$ cat src/sv/usc_pkg.sv
package usc_pkg;

	// Result codes carried on scheme_kind.
	typedef enum logic [2:0] {
		KIND_RELATIVE = 3'd0,
		KIND_PRIVATE  = 3'd1,
		KIND_HTTP     = 3'd2,
		KIND_HTTPS    = 3'd3,
		KIND_OTHER    = 3'd4
	} kind_t;

	// Parser phase, one-hot.
	typedef enum logic [2:0] {
		PH_SKIP = 3'b001,
		PH_NAME = 3'b010,
		PH_DONE = 3'b100
	} phase_t;

	localparam int unsigned POS_W = 4;
	localparam logic [POS_W-1:0] POS_MAX = {POS_W{1'b1}};

	localparam int unsigned FLAG_PRIV  = 0;
	localparam int unsigned FLAG_HTTP  = 1;
	localparam int unsigned FLAG_HTTPS = 2;

	localparam logic [POS_W-1:0] LEN_PRIV  = 4'd8;
	localparam logic [POS_W-1:0] LEN_HTTP  = 4'd4;
	localparam logic [POS_W-1:0] LEN_HTTPS = 4'd5;

	// Lower-case letters of the private scheme name.
	localparam logic [7:0] PRIV_NAME [8] = '{
		8'h70, 8'h6f, 8'h73, 8'h69, 8'h74, 8'h72, 8'h6f, 8'h6e
	};
	// Lower-case letters of "http"; "https" adds a final 's'.
	localparam logic [7:0] HTTP_NAME [4] = '{8'h68, 8'h74, 8'h74, 8'h70};
	localparam logic [7:0] CHAR_S     = 8'h73;

	localparam logic [7:0] CHAR_NUL   = 8'h00;
	localparam logic [7:0] CHAR_COLON = 8'h3a;
	localparam logic [7:0] CHAR_PLUS  = 8'h2b;
	localparam logic [7:0] CHAR_MINUS = 8'h2d;
	localparam logic [7:0] CHAR_DOT   = 8'h2e;

endpackage

$ cat src/sv/url_scheme_classifier.sv
// URL scheme classifier. A URL enters one byte per item on char_byte, with
// last_byte set on its final byte; exactly that final item produces one
// result on scheme_kind (0 relative, 1 private scheme, 2 http, 3 https,
// 4 other scheme) and the parser then starts over for the next URL. Leading
// whitespace is skipped, a scheme is a letter followed by letters, digits,
// '+', '-' or '.', closed by ':', and names are compared without regard to
// case. A zero byte ends the string and the bytes after it are ignored.
// The block takes one item per clock cycle while the input side is not
// stalled: each byte is captured in an input register and from there
// passes through a single small stage of compares and flag updates into
// the parser state and the result register. The input side stalls only
// while a result is waiting and not being taken and the staged byte is
// itself a final byte.
module url_scheme_classifier (
	input  logic       clk,
	input  logic       arst_n,
	input  logic       char_valid,
	output logic       char_ready,
	input  logic [7:0] char_byte,
	input  logic       last_byte,
	output logic       kind_valid,
	input  logic       kind_ready,
	output logic [2:0] scheme_kind
);

	// Input register stage.
	logic       valid_s1;
	logic [7:0] byte_s1;
	logic       last_s1;

	// Parser state.
	usc_pkg::phase_t             phase_q;
	usc_pkg::kind_t              kind_q;
	logic [2:0]                  flags_q;
	logic [usc_pkg::POS_W-1:0]   pos_q;

	// Result register.
	logic           res_valid_q;
	usc_pkg::kind_t res_kind_q;

	// Next state computed from the staged byte.
	usc_pkg::phase_t           phase_d;
	usc_pkg::kind_t            kind_d;
	logic [2:0]                flags_d;
	logic [usc_pkg::POS_W-1:0] pos_d;

	logic       advance;
	logic       is_upper;
	logic       is_letter;
	logic       is_digit;
	logic       is_space;
	logic       is_later;
	logic [7:0] low;
	logic       hit_priv;
	logic       hit_http;
	logic       hit_https;
	logic       take_name;
	usc_pkg::kind_t colon_kind;

	// The staged byte moves on unless it would produce a result while the
	// result register is still full and not being taken.
	assign advance    = valid_s1 && (!last_s1 || !res_valid_q || kind_ready);
	assign char_ready = !valid_s1 || advance;

	always_ff @(posedge clk or negedge arst_n) begin
		if (!arst_n) begin
			valid_s1 <= 1'b0;
		end else if (char_ready) begin
			valid_s1 <= char_valid;
		end
	end

	always_ff @(posedge clk) begin
		if (char_ready && char_valid) begin
			byte_s1 <= char_byte;
			last_s1 <= last_byte;
		end
	end

	// Character classes of the staged byte.
	assign is_upper  = (byte_s1 >= 8'h41) && (byte_s1 <= 8'h5a);
	assign is_letter = is_upper || ((byte_s1 >= 8'h61) && (byte_s1 <= 8'h7a));
	assign is_digit  = (byte_s1 >= 8'h30) && (byte_s1 <= 8'h39);
	assign is_space  = (byte_s1 == 8'h20) || (byte_s1 == 8'h09) ||
	                   (byte_s1 == 8'h0d) || (byte_s1 == 8'h0a) ||
	                   (byte_s1 == 8'h0c) || (byte_s1 == 8'h0b);
	assign is_later  = is_letter || is_digit || (byte_s1 == usc_pkg::CHAR_PLUS) ||
	                   (byte_s1 == usc_pkg::CHAR_MINUS) ||
	                   (byte_s1 == usc_pkg::CHAR_DOT);
	assign low       = is_upper ? (byte_s1 | 8'h20) : byte_s1;

	// Does the byte match each known name at the current position?
	assign hit_priv  = (pos_q < usc_pkg::LEN_PRIV) &&
	                   (usc_pkg::PRIV_NAME[pos_q[2:0]] == low);
	assign hit_http  = (pos_q < usc_pkg::LEN_HTTP) &&
	                   (usc_pkg::HTTP_NAME[pos_q[1:0]] == low);
	assign hit_https = (pos_q < usc_pkg::LEN_HTTP) ?
	                   (usc_pkg::HTTP_NAME[pos_q[1:0]] == low) :
	                   ((pos_q == usc_pkg::LEN_HTTP) && (low == usc_pkg::CHAR_S));

	// Kind decided when the colon closes the scheme name.
	always_comb begin
		if (flags_q[usc_pkg::FLAG_PRIV] && (pos_q == usc_pkg::LEN_PRIV)) begin
			colon_kind = usc_pkg::KIND_PRIVATE;
		end else if (flags_q[usc_pkg::FLAG_HTTP] && (pos_q == usc_pkg::LEN_HTTP)) begin
			colon_kind = usc_pkg::KIND_HTTP;
		end else if (flags_q[usc_pkg::FLAG_HTTPS] && (pos_q == usc_pkg::LEN_HTTPS)) begin
			colon_kind = usc_pkg::KIND_HTTPS;
		end else begin
			colon_kind = usc_pkg::KIND_OTHER;
		end
	end

	always_comb begin
		phase_d   = phase_q;
		kind_d    = kind_q;
		take_name = 1'b0;
		case (phase_q)
			usc_pkg::PH_SKIP: begin
				if (is_letter) begin
					phase_d   = usc_pkg::PH_NAME;
					take_name = 1'b1;
				end else if (!is_space) begin
					// A zero byte or any other non-letter means no scheme.
					phase_d = usc_pkg::PH_DONE;
					kind_d  = usc_pkg::KIND_RELATIVE;
				end
			end
			usc_pkg::PH_NAME: begin
				if (byte_s1 == usc_pkg::CHAR_COLON) begin
					phase_d = usc_pkg::PH_DONE;
					kind_d  = colon_kind;
				end else if (is_later) begin
					take_name = 1'b1;
				end else begin
					phase_d = usc_pkg::PH_DONE;
					kind_d  = usc_pkg::KIND_RELATIVE;
				end
			end
			default: begin
				// Decided: the rest of the URL is ignored.
			end
		endcase

		flags_d = flags_q;
		pos_d   = pos_q;
		if (take_name) begin
			flags_d[usc_pkg::FLAG_PRIV]  = flags_q[usc_pkg::FLAG_PRIV]  && hit_priv;
			flags_d[usc_pkg::FLAG_HTTP]  = flags_q[usc_pkg::FLAG_HTTP]  && hit_http;
			flags_d[usc_pkg::FLAG_HTTPS] = flags_q[usc_pkg::FLAG_HTTPS] && hit_https;
			if (pos_q != usc_pkg::POS_MAX) begin
				pos_d = pos_q + 1'b1;
			end
		end
	end

	// Parser state; returns to its start values after each final byte.
	always_ff @(posedge clk or negedge arst_n) begin
		if (!arst_n) begin
			phase_q <= usc_pkg::PH_SKIP;
			kind_q  <= usc_pkg::KIND_RELATIVE;
			flags_q <= 3'b111;
			pos_q   <= '0;
		end else if (advance) begin
			if (last_s1) begin
				phase_q <= usc_pkg::PH_SKIP;
				kind_q  <= usc_pkg::KIND_RELATIVE;
				flags_q <= 3'b111;
				pos_q   <= '0;
			end else begin
				phase_q <= phase_d;
				kind_q  <= kind_d;
				flags_q <= flags_d;
				pos_q   <= pos_d;
			end
		end
	end

	// Result register: loaded by a final byte, emptied when taken.
	always_ff @(posedge clk or negedge arst_n) begin
		if (!arst_n) begin
			res_valid_q <= 1'b0;
		end else if (advance && last_s1) begin
			res_valid_q <= 1'b1;
		end else if (kind_ready) begin
			res_valid_q <= 1'b0;
		end
	end

	always_ff @(posedge clk) begin
		if (advance && last_s1) begin
			res_kind_q <= (phase_d == usc_pkg::PH_DONE) ? kind_d : usc_pkg::KIND_RELATIVE;
		end
	end

	assign kind_valid  = res_valid_q;
	assign scheme_kind = res_kind_q;

endmodule
$ cat config.mk
export PLATFORM = sky130hd
export DESIGN_NAME = url_scheme_classifier
export DESIGN_NICKNAME = d
export VERILOG_FILES = /design/src/sv/usc_pkg.sv /design/src/sv/url_scheme_classifier.sv
export SDC_FILE = /design/constraint.sdc
export NUM_CORES = 1
export LEC_CHECK = 0
export BUFFER_PORTS_ARGS = -buffer_cell sky130_fd_sc_hd__buf_2
export CORE_ASPECT_RATIO = 0.5
export CORE_MARGIN = 1.5
export CORE_UTILIZATION = 58
export CTS_BUF_LIST = sky130_fd_sc_hd__clkbuf_16
export CTS_CLUSTER_DIAMETER = 150
export DETAILED_ROUTE_END_ITERATION = 16
export PLACE_DENSITY = 0.89
export SETUP_SLACK_MARGIN = 0.1
export SLEW_MARGIN = 0
export SYNTH_ARGS = -nofsm -noshare
export SYNTH_HDL_FRONTEND = slang
export SYNTH_SLANG_ARGS = --single-unit
$ cat constraint.sdc
create_clock -name clk -period 3 [get_ports clk]
set_input_delay 0.15 -clock clk [delete_from_list [all_inputs] [get_ports clk]]
set_output_delay 0.15 -clock clk [all_outputs]
set_load 0.005 [all_outputs]
* Yosys cells after proc, flatten, opt, wreduce, memory -nomap -nowiden
Memories as Yosys holds them, arrays and structs flattened.
Index checks and enable logic that the tools add are counted.
** Cells by class
- $add $sub $neg :: 1
- $lt $le $gt $ge :: 10
- Equal/unequal tests :: 20
- Muxes and demuxes :: 33
- Bitwise operators :: 2
- Reduce and logical (&&, ||, !) cells :: 36
** Operator list (count)
- $mux 3 :: 15
- $eq 8x4->1 const B :: 5
- $eq 8x6->1 const B :: 5
- $mux 8 :: 4
- $bmux 8 s2 :: 1
- $eq 8x8->1 :: 2
- $ge 8x7->1 const B :: 2
- $le 8x7->1 const B :: 2
- $logic_and 1x1->1 :: 15
- $logic_or 1x1->1 :: 13
- $mux 4 :: 3
- $pmux 3 s2 :: 2
- $eq 4x3->1 const B :: 2
- $eq 8x7->1 const B :: 1
- $ge 8x6->1 const B :: 1
- $le 8x6->1 const B :: 1
- $mux 1 :: 6
- $mux 6 :: 1
- $reduce_bool 2->1 :: 3
- $add 4x1->4 const B :: 1
- $eq 4x4->1 const B :: 1
- $ge 4x4->1 const B :: 1
- $lt 4x3->1 const B :: 1
- $lt 4x4->1 const B :: 1
- 11 further kinds :: 13
** Word-level totals
- Register bits after elaboration :: 27
- ROM bits :: 64
- Bits of input ports :: 13
- Word-level logic and storage cells :: 112
- Memories :: 1
** Memories
- (no name shown) :: depth 8, width 8, read ports 1, clocked after memory_dff 0, wr ports 0, line url_scheme_classifier.sv:94 : (usc_pkg::PRIV_NAME[pos_q[2:0]] == low);

* Depth between registers and ports, before layout
Gate-level depths: netlist of run 1.
- Depth in word-level cells :: 12
- Mapped depth :: 8

* Worst setup path after synthesis of run 1
No wires, ideal clock.
- Kind :: register to register
- From :: register byte_s1[0]
- To :: register kind_q[1]
- Setup time :: 0.087 ns
- Arrival :: 2.082 ns
- Data required time :: 2.913 ns
- Setup slack :: 0.831 ns
- Stages on the path, launching flop included :: 8
- Buffers on the path :: 1
- Clock period less this slack :: 2.169 ns
- Cells stage by stage :: edfxtp_1 buf_6 or4b_1 a21o_1 a2111oi_4 o22ai_1 and3b_1 a211oi_2
** On the way
- Longest elaborated chain between the ends :: 11
- Elaborated cells between the ends (all ways) :: 35
- Those cells by class :: order compare (6); eq/ne (10); mux (6); reduce/logical (13)
** RTL lines
- start: declaration :: line url_scheme_classifier.sv:28 : logic [7:0] byte_s1;
- start signal: assignment :: line url_scheme_classifier.sv:75 : byte_s1 <= char_byte;
- $ge 8x7->1 (tied with other cells) :: line url_scheme_classifier.sv:81 : assign is_upper = (byte_s1 >= 8'h41) && (byte_s1 <= 8'h5a);
- $logic_and 1x1->1 (on tied branches) :: line url_scheme_classifier.sv:81, url_scheme_classifier.sv:82
- $logic_or 1x1->1 :: line url_scheme_classifier.sv:82 : assign is_letter = is_upper || ((byte_s1 >= 8'h61) && (byte_s1 <= 8'h7a));
- $logic_or 1x1->1 (3 in series) :: line url_scheme_classifier.sv:87 : assign is_later = is_letter || is_digit || (byte_s1 == usc_pkg::CHAR_PLUS) ||
- $logic_or 1x1->1 :: line url_scheme_classifier.sv:88 : (byte_s1 == usc_pkg::CHAR_MINUS) ||
- $mux 3 :: line url_scheme_classifier.sv:133 : end else if (is_later) begin
- $mux 3 :: line url_scheme_classifier.sv:130 : if (byte_s1 == usc_pkg::CHAR_COLON) begin
- $pmux 3 s2 * :: line url_scheme_classifier.sv:118 : case (phase_q)
- $mux 3 * :: line url_scheme_classifier.sv:165 : if (last_s1) begin
- end signal: assignment :: line url_scheme_classifier.sv:161 : kind_q <= usc_pkg::KIND_RELATIVE;
- end signal: assignment :: line url_scheme_classifier.sv:167 : kind_q <= usc_pkg::KIND_RELATIVE;
- end signal: assignment :: line url_scheme_classifier.sv:172 : kind_q <= kind_d;
- end: declaration :: line url_scheme_classifier.sv:33 : usc_pkg::kind_t kind_q;
Mark *: on every way between the ends. The rest lies on a longest branch, timed or not.
A chain may end at the register's enable or synchronous reset.

* Worst setup path after layout of run 1
- From :: register byte_s1[1]
- To :: register kind_q[1]
Same word-level chain as after synthesis.

==> run metrics, run 1 <==
worst-path fanout max=12; final worst-path cycle share=80.3%; RSZ-0062 raised after global routing=false; Synth Area per Inst=9.73 µm²; CTS Sinks=27; Final min period=2.41 ns; largest net degree at the start of global routing=16; clk_lat worst skew=0.26 ns; HPWL after DPL=2380 µm; WHS=0.0621 ns; Leak=0.000738 µW; peak per-stage delay on the critical path=0.55 ns; Area Growth Syn to Fin=10.8%; Max clock buf depth=2; Reg2Reg Setup Slack=0.59 ns; CP startpoint kind=flip-flop; worst path required time=3.18 ns; filler instances=202; # setup viols final=0; Ports=18; Synth top area share=21.5%; clock skew=0.00454 ns; Final Hold Fails=0; Async SR Flop Fraction=55.6%; CTS tree=built; CTS buffer count=3; initial antenna violation count=0; most frequent cells in the layout=nand2_1 (19), buf_2 (17), edfxtp_1 (12); diode count=0; Reg2Reg Depth=6; status=complete, no violations; core region area=2670 µm²; worst hold path class=input port to flip-flop; library cells used by synthesis=54; Post-synth EDFFs=12; post-synthesis cell area=1670 µm²; pre-CTS setup slack=0.635 ns; Vias/cell=6.19; register area share after synthesis=44.2%; Detailed Route WL=3410 µm; most common library cell in the layout ignoring fill and taps=nand2_1; Arr. time, crit path=2.59 ns; Non-Filler Instances=225; max-cap violation count=0; fin worst setup slack=0.590 ns; Total Nets Final=206; M1 wire length=1580 µm; Chip Width=79.0 µm; die span in y=41.0 µm; P per Cell Area=528 nW/µm²; H-tree depth=1; first-pass GRT wire length=5300 µm; reg-to-reg startpoint=byte_s1[1]; overall power=979 µW; grt ovf=0; Ys Warns=0; Worst Setup End Kind=flip-flop; Placer Congestion=0.873; share of post-route cells with drive strength above 1=18.1%; maximum vdd drop=353 µV; initial DRC count=117; Slew HR=56.1%; Root Driver=clkbuf_16; Total GRT Usage=22.7%; slowest library cell on the worst path=edfxtp_1; hold_sp=char_byte[3]; num rows=13; hold depth=1; drt pass-1 iters=4; top post-synthesis cells by area=edfxtp_1 (22%), dfrtp_1 (16%), dfstp_2 (6.3%); clk slew on worst S/H paths=0.06 ns; total die area=3240 µm²; top routing layer in use=met4; Cells after Synth=172; r2r endpoint=kind_q[1]; placed cells=220; WL met3=264 µm; top_reg_cell synth=edfxtp_1; IO buf count=17; vias in the first global route=1140; biggest area consumer among synthesized cells=edfxtp_1; Endpoint, Worst Hold=byte_s1[3]; Post-Syn Nets=189; DRT antenna net count=0; WS Path Type=flip-flop to flip-flop; average routed wire per standard cell=15.1 µm; Synth Register Bits=27; worst slew pin tran=0.659 ns; worst path cell trace=or4b_1 -> a21o_1 -> a2111oi_4 -> o22ai_1 -> and3b_1 -> a211oi_2; Final Max Slew Viols=0; Initial Utilization=62.8%; routed wl met2=1510 µm; vias post-DR=1393; drc violations=0; FMAX=415 MHz; Sum Neg Setup Slack=0 ns
==> final cells by class <==
cell class	count	area, µm²	area share [%]
multi-input cells	131	863	46.6
inverters	8	30.0	1.62
well taps	37	46.3	2.50
clock inverters	1	3.75	0.202
repair buffers	18	95.1	5.13
flip-flops and latches	27	741	39.9
clock buffers	3	75.1	4.05
==> where the power goes <==
| group | switching [µW] | internal, µW |
|---|---|---|
| sequential | 57.1 | 428 |
| combinational | 107 | 91.1 |
| clock | 118 | 178 |
| total | 282 | 697 |
==> worst max path at each step <==
| stage | start | depth (start not counted) | to |
|---|---|---|---|
| 2_1_floorplan | byte_s1[0] | 7 | kind_q[1] |
| 3_3_place_gp | byte_s1[1] | 6 | kind_q[1] |
| 3_5_place_dp | byte_s1[1] | 6 | kind_q[1] |
| 4_1_cts | byte_s1[1] | 6 | kind_q[1] |
| 5_1_grt | byte_s1[2] | 6 | pos_q[2] |
| 6_report | byte_s1[1] | 6 | kind_q[1] |
==> cell families (layout without fill, tap and decap cells) <==
| family | Yosys count | count (layout) | share of synthesized area (%) |
|---|---|---|---|
| buffers and inverters | 14 | 30 | 4.18 |
| AND/OR/NAND/NOR | 77 | 77 | 25.6 |
| adder cells (fa/ha/maj) | 4 | 4 | 2.99 |
| AO/OA/AOI/OAI | 43 | 43 | 19.2 |
| multiplexers | 2 | 2 | 1.20 |
| XOR/XNOR | 5 | 5 | 2.62 |
| flip-flops | 27 | 27 | 44.2 |
==> worst max-delay path, delay by kind of cell (launching register included) <==
kind	cells	cell delay, ns
AOI/OAI and AO/OA	4	0.99
and+or+nand+nor	2	0.79
DFF	1	0.55
==> metrics by stage <==
stage,instance area [µm²],util [%]
after floorplan,1670,-
after CTS,1850,69.5
final,1850,69.5
after global routing,1850,69.5
after global placement,1770,66.2
after detailed placement,1770,66.2
==> registers in the layout, summed over array words and instances (netlist names) <==
signal	cells
last_s1	1
flags_q	3
valid_s1	1
scheme_kind	3
pos_q	4
kind_q	3
byte_s1	8
phase_q	3
kind_valid	1
==> repair_timing <==
| item | CTS | global route |
|---|---|---|
| buffers inserted | 0 | 0 |
| hold buffers | 1 | 0 |
| endpoints found under the hold margin | 11 | 0 |
| resized for setup | 0 | 0 |
==> synthesized netlist by cell type (all sizes together), types with 2 or more instances <==
library cell   n
o211ai         2
ha             4
and2           2
o311ai         2
edfxtp        12
mux2i          2
buf            5
inv            8
and3           2
or2            2
o21ai         11
xnor2          5
dfrtp         11
a31oi          2
nand3          2
nor3           9
nor3b          5
o41ai          2
dfstp          4
nand4          3
nand2         20
nor2b          4
nor2           9
or2b           2
or3            4
a211oi         3
nand2b         5
a21oi         10
==> routing by layer <==
layer | global-route usage, % | vias up
li1 | - | 670
met1 | 30.6 | 647
met2 | 37.2 | 69
met3 | 5.78 | 7
met4 | 7.02 | 0
met5 | 0 | -
Power figures use the tool's default switching activity.
==> run 2, diff against run 1 <==
==> constraint.sdc (replaced) <==
create_clock -name clk -period 2.4 [get_ports clk]
set_input_delay 0.12 -clock clk [delete_from_list [all_inputs] [get_ports clk]]
set_output_delay 0.12 -clock clk [all_outputs]
set_load 0.005 [all_outputs]
==> run 2 against run 1 <==
Compared with the run above: register-to-register slack lost 0.43 ns; critical path depth stayed put; design area up 5.5%; setup slack got worse by 0.43 ns; first-iteration DRC count is 78% higher.
==> run metrics, run 2 (synthesis gave the netlist of run 1 again) <==
status=complete, no violations; Sum Neg Setup Slack=0 ns (unchanged); FMAX=445 MHz (+7.4%); share of post-route cells with drive strength above 1=24.1% (+6.0 points); num rows=13 (unchanged); CTS tree=built; filler instances=177 (-12%); Area Growth Syn to Fin=16.9%; HPWL after DPL=2530 µm (+6.4%); Final min period=2.25 ns (-0.165 ns); H-tree depth=1 (unchanged); diode count=0 (unchanged); RSZ-0062 raised after global routing=true; P per Cell Area=640 nW/µm² (+21%); Sw Ratio=29.1% (+0.30 points); first-pass GRT wire length=5760 µm (+8.7%); initial DRC count=208 (+78%); drc violations=0 (unchanged); clk_lat worst skew=0.26 ns (about the same); CTS Sinks=27 (unchanged); average routed wire per standard cell=16.3 µm (+7.8%); Detailed Route WL=3850 µm (+13%); Chip Width=79.0 µm (unchanged); internal power=887 µW (+27%); Initial Utilization=62.8% (unchanged); Placer Congestion=0.899 (+2.9%); vias post-DR=1473 (+5.7%); slowest library cell on the worst path=edfxtp_1; Regs by FF count=byte_s1: 8 flops, pos_q: 4 flops; worst path required time=2.52 ns (-0.66 ns); Vias/cell=6.24 (+0.81%); worst-path fanout max=10 (-2); Buf/Inv on CP=0 (unchanged); Largest Register=byte_s1; Root Driver=clkbuf_16; part of the power in registers=47.9% (-1.6 points); Final Max Slew Viols=0 (unchanged); max reg flops=8 (unchanged); Psw=364 µW (+29%); Slew HR=66.3% (+10 points); most frequent cells in the layout=nand2_1 (19), buf_2 (17), edfxtp_1 (12); crit-path leading delay family=compound AO/OA/AOI/OAI gates; worst slew pin tran=0.505 ns (-0.155 ns); DRT antenna net count=0 (unchanged); clock power share=29.4% (-0.9 points); largest net degree at the start of global routing=16 (unchanged); Arr. time, crit path=2.37 ns (-0.22 ns); core region area=2670 µm² (unchanged); Ports=18 (unchanged); Max clock buf depth=2 (unchanged); grt ovf=0 (unchanged); total die area=3240 µm² (unchanged); CTS buffer count=3 (unchanged); CP startpoint kind=flip-flop; Final Hold Fails=0 (unchanged); worst path cell trace=nand2b_1 -> a211o_2 -> a21boi_2 -> o32ai_4 -> o41ai_1 -> o311ai_1; IO buf count=17 (unchanged); clock skew=0.00207 ns (-0.00248 ns); most common library cell in the layout ignoring fill and taps=nand2_1; worst hold path class=input port to flip-flop; clk slew on worst S/H paths=0.06 ns (about the same); die span in y=41.0 µm (unchanged); initial antenna violation count=0 (unchanged); Total Nets Final=217 (+5.3%); vias in the first global route=1157 (+1.5%); Worst Setup End Kind=flip-flop; Total GRT Usage=24.8% (+2.1 points); WS Path Type=flip-flop to flip-flop; drt pass-1 iters=4 (unchanged); # setup viols final=0 (unchanged); peak per-stage delay on the critical path=0.56 ns (about the same); overall power=1250 µW (+28%); maximum vdd drop=477 µV (+35%); max-cap violation count=0 (unchanged); combinational fraction of design power=22.7% (+2.5 points); Leak=0.000794 µW (+7.6%); final worst-path cycle share=93.5% (+13 points)
## run 2: cell types whose count changed in the layout (fill, tap and decap cells not counted), sizes merged
cell | before | now
buf | 17 | 28
## run 2: layout make-up
class / count / area [µm²] / share of cell area (%)
repair buffers: 29 / 178 / 9.08
clock buffers: 3 / 75.1 / 3.84
inverters: 8 / 30.0 / 1.53
multi-input cells: 131 / 883 / 45.1
flip-flops and latches: 27 / 741 / 37.9
well taps: 37 / 46.3 / 2.37
clock inverters: 1 / 3.75 / 0.192
## run 2: metrics by stage
stage | cells | hold slack, ns | area (µm²) | util, % | worst slack [ns]
after floorplan | 172 | -0.176 | 1670 | - | 0.231
after global placement | 225 | 0.0382 | 1800 | 67.6 | 0.163
after detailed placement | 225 | 0.0470 | 1800 | 67.6 | 0.120
after CTS | 233 | 0.0312 | 1910 | 71.8 | 0.104
after global routing | 236 | 0.0266 | 1960 | 73.4 | 0.0500
final | 236 | 0.0329 | 1960 | 73.4 | 0.155
## run 2: worst paths after layout
check,from,to,slack (ns),depth (start not counted)
max reg2reg,byte_s1[4],pos_q[3],0.15,6
max,byte_s1[4],pos_q[3],0.15,6
max in group asynchronous,arst_n,flags_q[0],1.78,2
min in group asynchronous,arst_n,valid_s1,0.31,2
min,char_byte[6],byte_s1[6],0.03,1
min reg2reg,flags_q[0],flags_q[0],0.47,2
## run 2: power by group through the flow
stage	registers [µW]	clock network, µW	logic [µW]
after global placement	600	0	253
after detailed placement	605	0	257
after floorplan	585	0	202
after CTS	595	371	267
after global routing	605	390	308
final	599	368	284
## run 2: repair_timing
| item | CTS | global route |
|---|---|---|
| hold endpoints to repair | 11 | 0 |
| resized for setup | 0 | 4 |
| pin swaps | 0 | 3 |
| buffers inserted | 3 | 3 |
| setup endpoints to repair | 2 | 8 |
| hold buffers | 1 | 0 |
## run 2: per-layer routing
layer / up-vias / share of wire (%) / track usage (%)
met3: 14 / 7.0 / 4.89
li1: 692 / - / -
met2: 86 / 45 / 42.3
met1: 681 / 46 / 34.1
met5: - / 0 / 0
met4: 0 / 2.2 / 5.26
==> run 3, diff against run 2 <==
--- a/config.mk
+++ b/config.mk
@@ -5,6 +5,7 @@
 export SDC_FILE = /design/constraint.sdc
 export NUM_CORES = 1
 export LEC_CHECK = 0
+export ABC_AREA = 1
 export BUFFER_PORTS_ARGS = -buffer_cell sky130_fd_sc_hd__buf_2
 export CORE_ASPECT_RATIO = 0.5
 export CORE_MARGIN = 1.5
==> run 3 against run 2 <==
Compared with the run above: sequential cell count is the same; area after synthesis grew 2.0%; routed wire length shrank 8.3%; via count grew 3.3%; count of clock-buffer cells in the layout is the same; design area shrank 1.9%; cell count grew 17%; register-to-register slack gained 0.38 ns; critical path type unchanged; setup slack gained 0.38 ns; largest cell class unchanged; power grew 20%; synthesized cell count grew 27%; sequential share of layout area grew 0.74 points.
==> run metrics, run 3 <==
status=complete, no violations; worst path required time=2.42 ns (-0.10 ns); Total Nets Final=257 (+18%); DRT antenna net count=0 (unchanged); HPWL after DPL=2680 µm (+5.7%); Async SR Flop Fraction=55.6% (unchanged); crit-path leading delay family=simple AND/OR/NAND/NOR gates; CTS buffer count=3 (unchanged); Regs by FF count=byte_s1: 8 flops, pos_q: 4 flops; WS Path Type=flip-flop to flip-flop; # setup viols final=0 (unchanged); Final Hold Fails=0 (unchanged); Placement Cell Area=1830 µm² (+1.5%); Vias/cell=5.51 (-12%); Buf/Inv on CP=1 (+1); Synth Area per Inst=7.83 µm² (-20%); post-synthesis cell area=1710 µm² (+2.0%); share of post-route cells with drive strength above 1=21.8% (-2.4 points); Final Max Slew Viols=0 (unchanged); maximum vdd drop=465 µV (-2.4%); Chip Width=79.7 µm (+0.96%); worst-path fanout max=8 (-2); Area Growth Syn to Fin=12.4%; worst path cell trace=inv_1 -> nand2_2 -> o21ai_0 -> nand2_1 -> o22ai_1 -> nor2_2 -> nand2_2 -> nand3_2 -> nand3_2 -> nor2_1; Initial Utilization=63.3% (+0.50 points); Post-synth EDFFs=12 (unchanged); core region area=2700 µm² (+1.2%); CTS Hold Bufs=1 (unchanged); largest net degree at the start of global routing=16 (unchanged); biggest area consumer among synthesized cells=edfxtp_1; grt ovf=0 (unchanged); vias in the first global route=1239 (+7.1%); top_reg_cell synth=edfxtp_1; WHS=0.0269 ns (-0.00599 ns); Ports=18 (unchanged); top post-synthesis cells by area=edfxtp_1 (21%), dfrtp_1 (16%), nand2_1 (13%); die span in y=41.4 µm (+0.93%); clock skew=0.00397 ns (+0.00191 ns); CTS tree=built; library cells used by synthesis=32 (-41%); num rows=13 (unchanged); Synth top area share=21.1% (-0.43 points); utilization after layout=71.1% (-2.3 points); initial DRC count=124 (-40%); Reg2Reg Depth=10 (+4); Crit. path cell count=10 (+4); max reg flops=8 (unchanged); H-tree depth=1 (unchanged); Placer Congestion=0.893 (-0.61%); Detailed Route WL=3530 µm (-8.3%); final instance area=1920 µm² (-1.9%); Slew HR=68.2% (+1.9 points); register area share after synthesis=43.4% (-0.88 points); clk_lat worst skew=0.26 ns (about the same); worst hold path class=input port to flip-flop; average routed wire per standard cell=12.8 µm (-22%); CP startpoint kind=flip-flop; final worst-path cycle share=77.6% (-16 points); Sum Neg Setup Slack=0 ns (unchanged); Post-Syn Nets=235 (+24%); peak per-stage delay on the critical path=0.53 ns (-0.03 ns); initial antenna violation count=0 (unchanged); Max clock buf depth=2 (unchanged); Arr. time, crit path=1.89 ns (-0.48 ns); clk slew on worst S/H paths=0.07 ns (about the same); CTS Sinks=27 (unchanged); count leader, synth=nand2_1; Synth Register Bits=27 (unchanged); RSZ-0062 raised after global routing=false; Setup Fix Bufs, Post-CTS=0 (-3); hold depth=1 (unchanged); Total GRT Usage=23.7% (-1.1 points); drt pass-1 iters=4 (unchanged); vias post-DR=1522 (+3.3%); Ys Warns=0 (unchanged); IO buf count=17 (unchanged); Worst Setup End Kind=flip-flop; Final min period=1.86 ns (-0.383 ns); FMAX=537 MHz (+21%); first-pass GRT wire length=5620 µm (-2.4%); total die area=3300 µm² (+1.9%); Cells after Synth=218 (+27%); Root Driver=clkbuf_16; worst slew pin tran=0.474 ns (-0.0310 ns); drc violations=0 (unchanged); most common library cell in the layout ignoring fill and taps=nand2_1; CTS-repair resized insts=0 (unchanged); slowest library cell on the worst path=edfxtp_1; Largest Register=byte_s1; most frequent cells in the layout=nand2_1 (60), inv_1 (24), nor2_1 (20); Leak=0.000912 µW (+15%); max-cap violation count=0 (unchanged); P per Cell Area=786 nW/µm² (+23%); most common library cells after synthesis=nand2_1 (60), inv_1 (23), nor2_1 (20); diode count=0 (unchanged)
[run 3: metal layers]
layer	track usage [%]	up-vias	part of all wire [%]
li1	-	763	-
met1	32.4	693	46
met2	38.1	64	45
met3	5.43	2	9.0
met4	8.62	0	0.54
met5	0	-	0
[run 3: worst paths after layout]
| path | startpoint | endpoint | slack [ns] |
|---|---|---|---|
| max in group asynchronous | arst_n | flags_q[1] | 1.80 |
| min in group asynchronous | arst_n | phase_q[1] | 0.29 |
| worst max-delay path | byte_s1[2] | scheme_kind[0] | 0.54 |
| worst min register to register | flags_q[1] | flags_q[1] | 0.46 |
| worst max register to register | byte_s1[2] | scheme_kind[0] | 0.54 |
| worst min-delay path | char_byte[7] | byte_s1[7] | 0.03 |
[run 3: cell families (layout without fill, tap and decap cells)]
| family | count (synthesis) | count (layout) | share of synthesized area, % |
|---|---|---|---|
| simple gates | 129 | 129 | 36.5 |
| buf+inv | 31 | 52 | 7.33 |
| flops | 27 | 27 | 43.4 |
| compound gates | 23 | 23 | 7.84 |
| fa+ha+maj | 4 | 4 | 2.93 |
| xor+xnor | 4 | 4 | 2.05 |
[run 3: layout make-up]
type	instances	area, µm²
Clock buffer	3	75.1
Clock inverter	1	3.75
Fill cell	228	781
Inverter	29	109
Multi-Input combinational cell	160	842
Sequential cell	27	741
Tap cell	37	46.3
Timing Repair Buffer	19	103
[run 3: through the flow]
| stage | power (µW) | std cells | worst slack, ns |
|---|---|---|---|
| after floorplan | 1010 | 218 | 0.771 |
| after global routing | 1600 | 276 | 0.395 |
| after global placement | 1100 | 271 | 0.595 |
| after CTS | 1500 | 276 | 0.560 |
| after detailed placement | 1120 | 271 | 0.572 |
| final | 1510 | 276 | 0.538 |
[run 3: power breakdown]
group          total [µW]  switching, µW  internal, µW  leakage (µW)
sequential            649           81.0           568      0.000305
clock                 380            157           223     0.0000423
combinational         479            302           177      0.000564
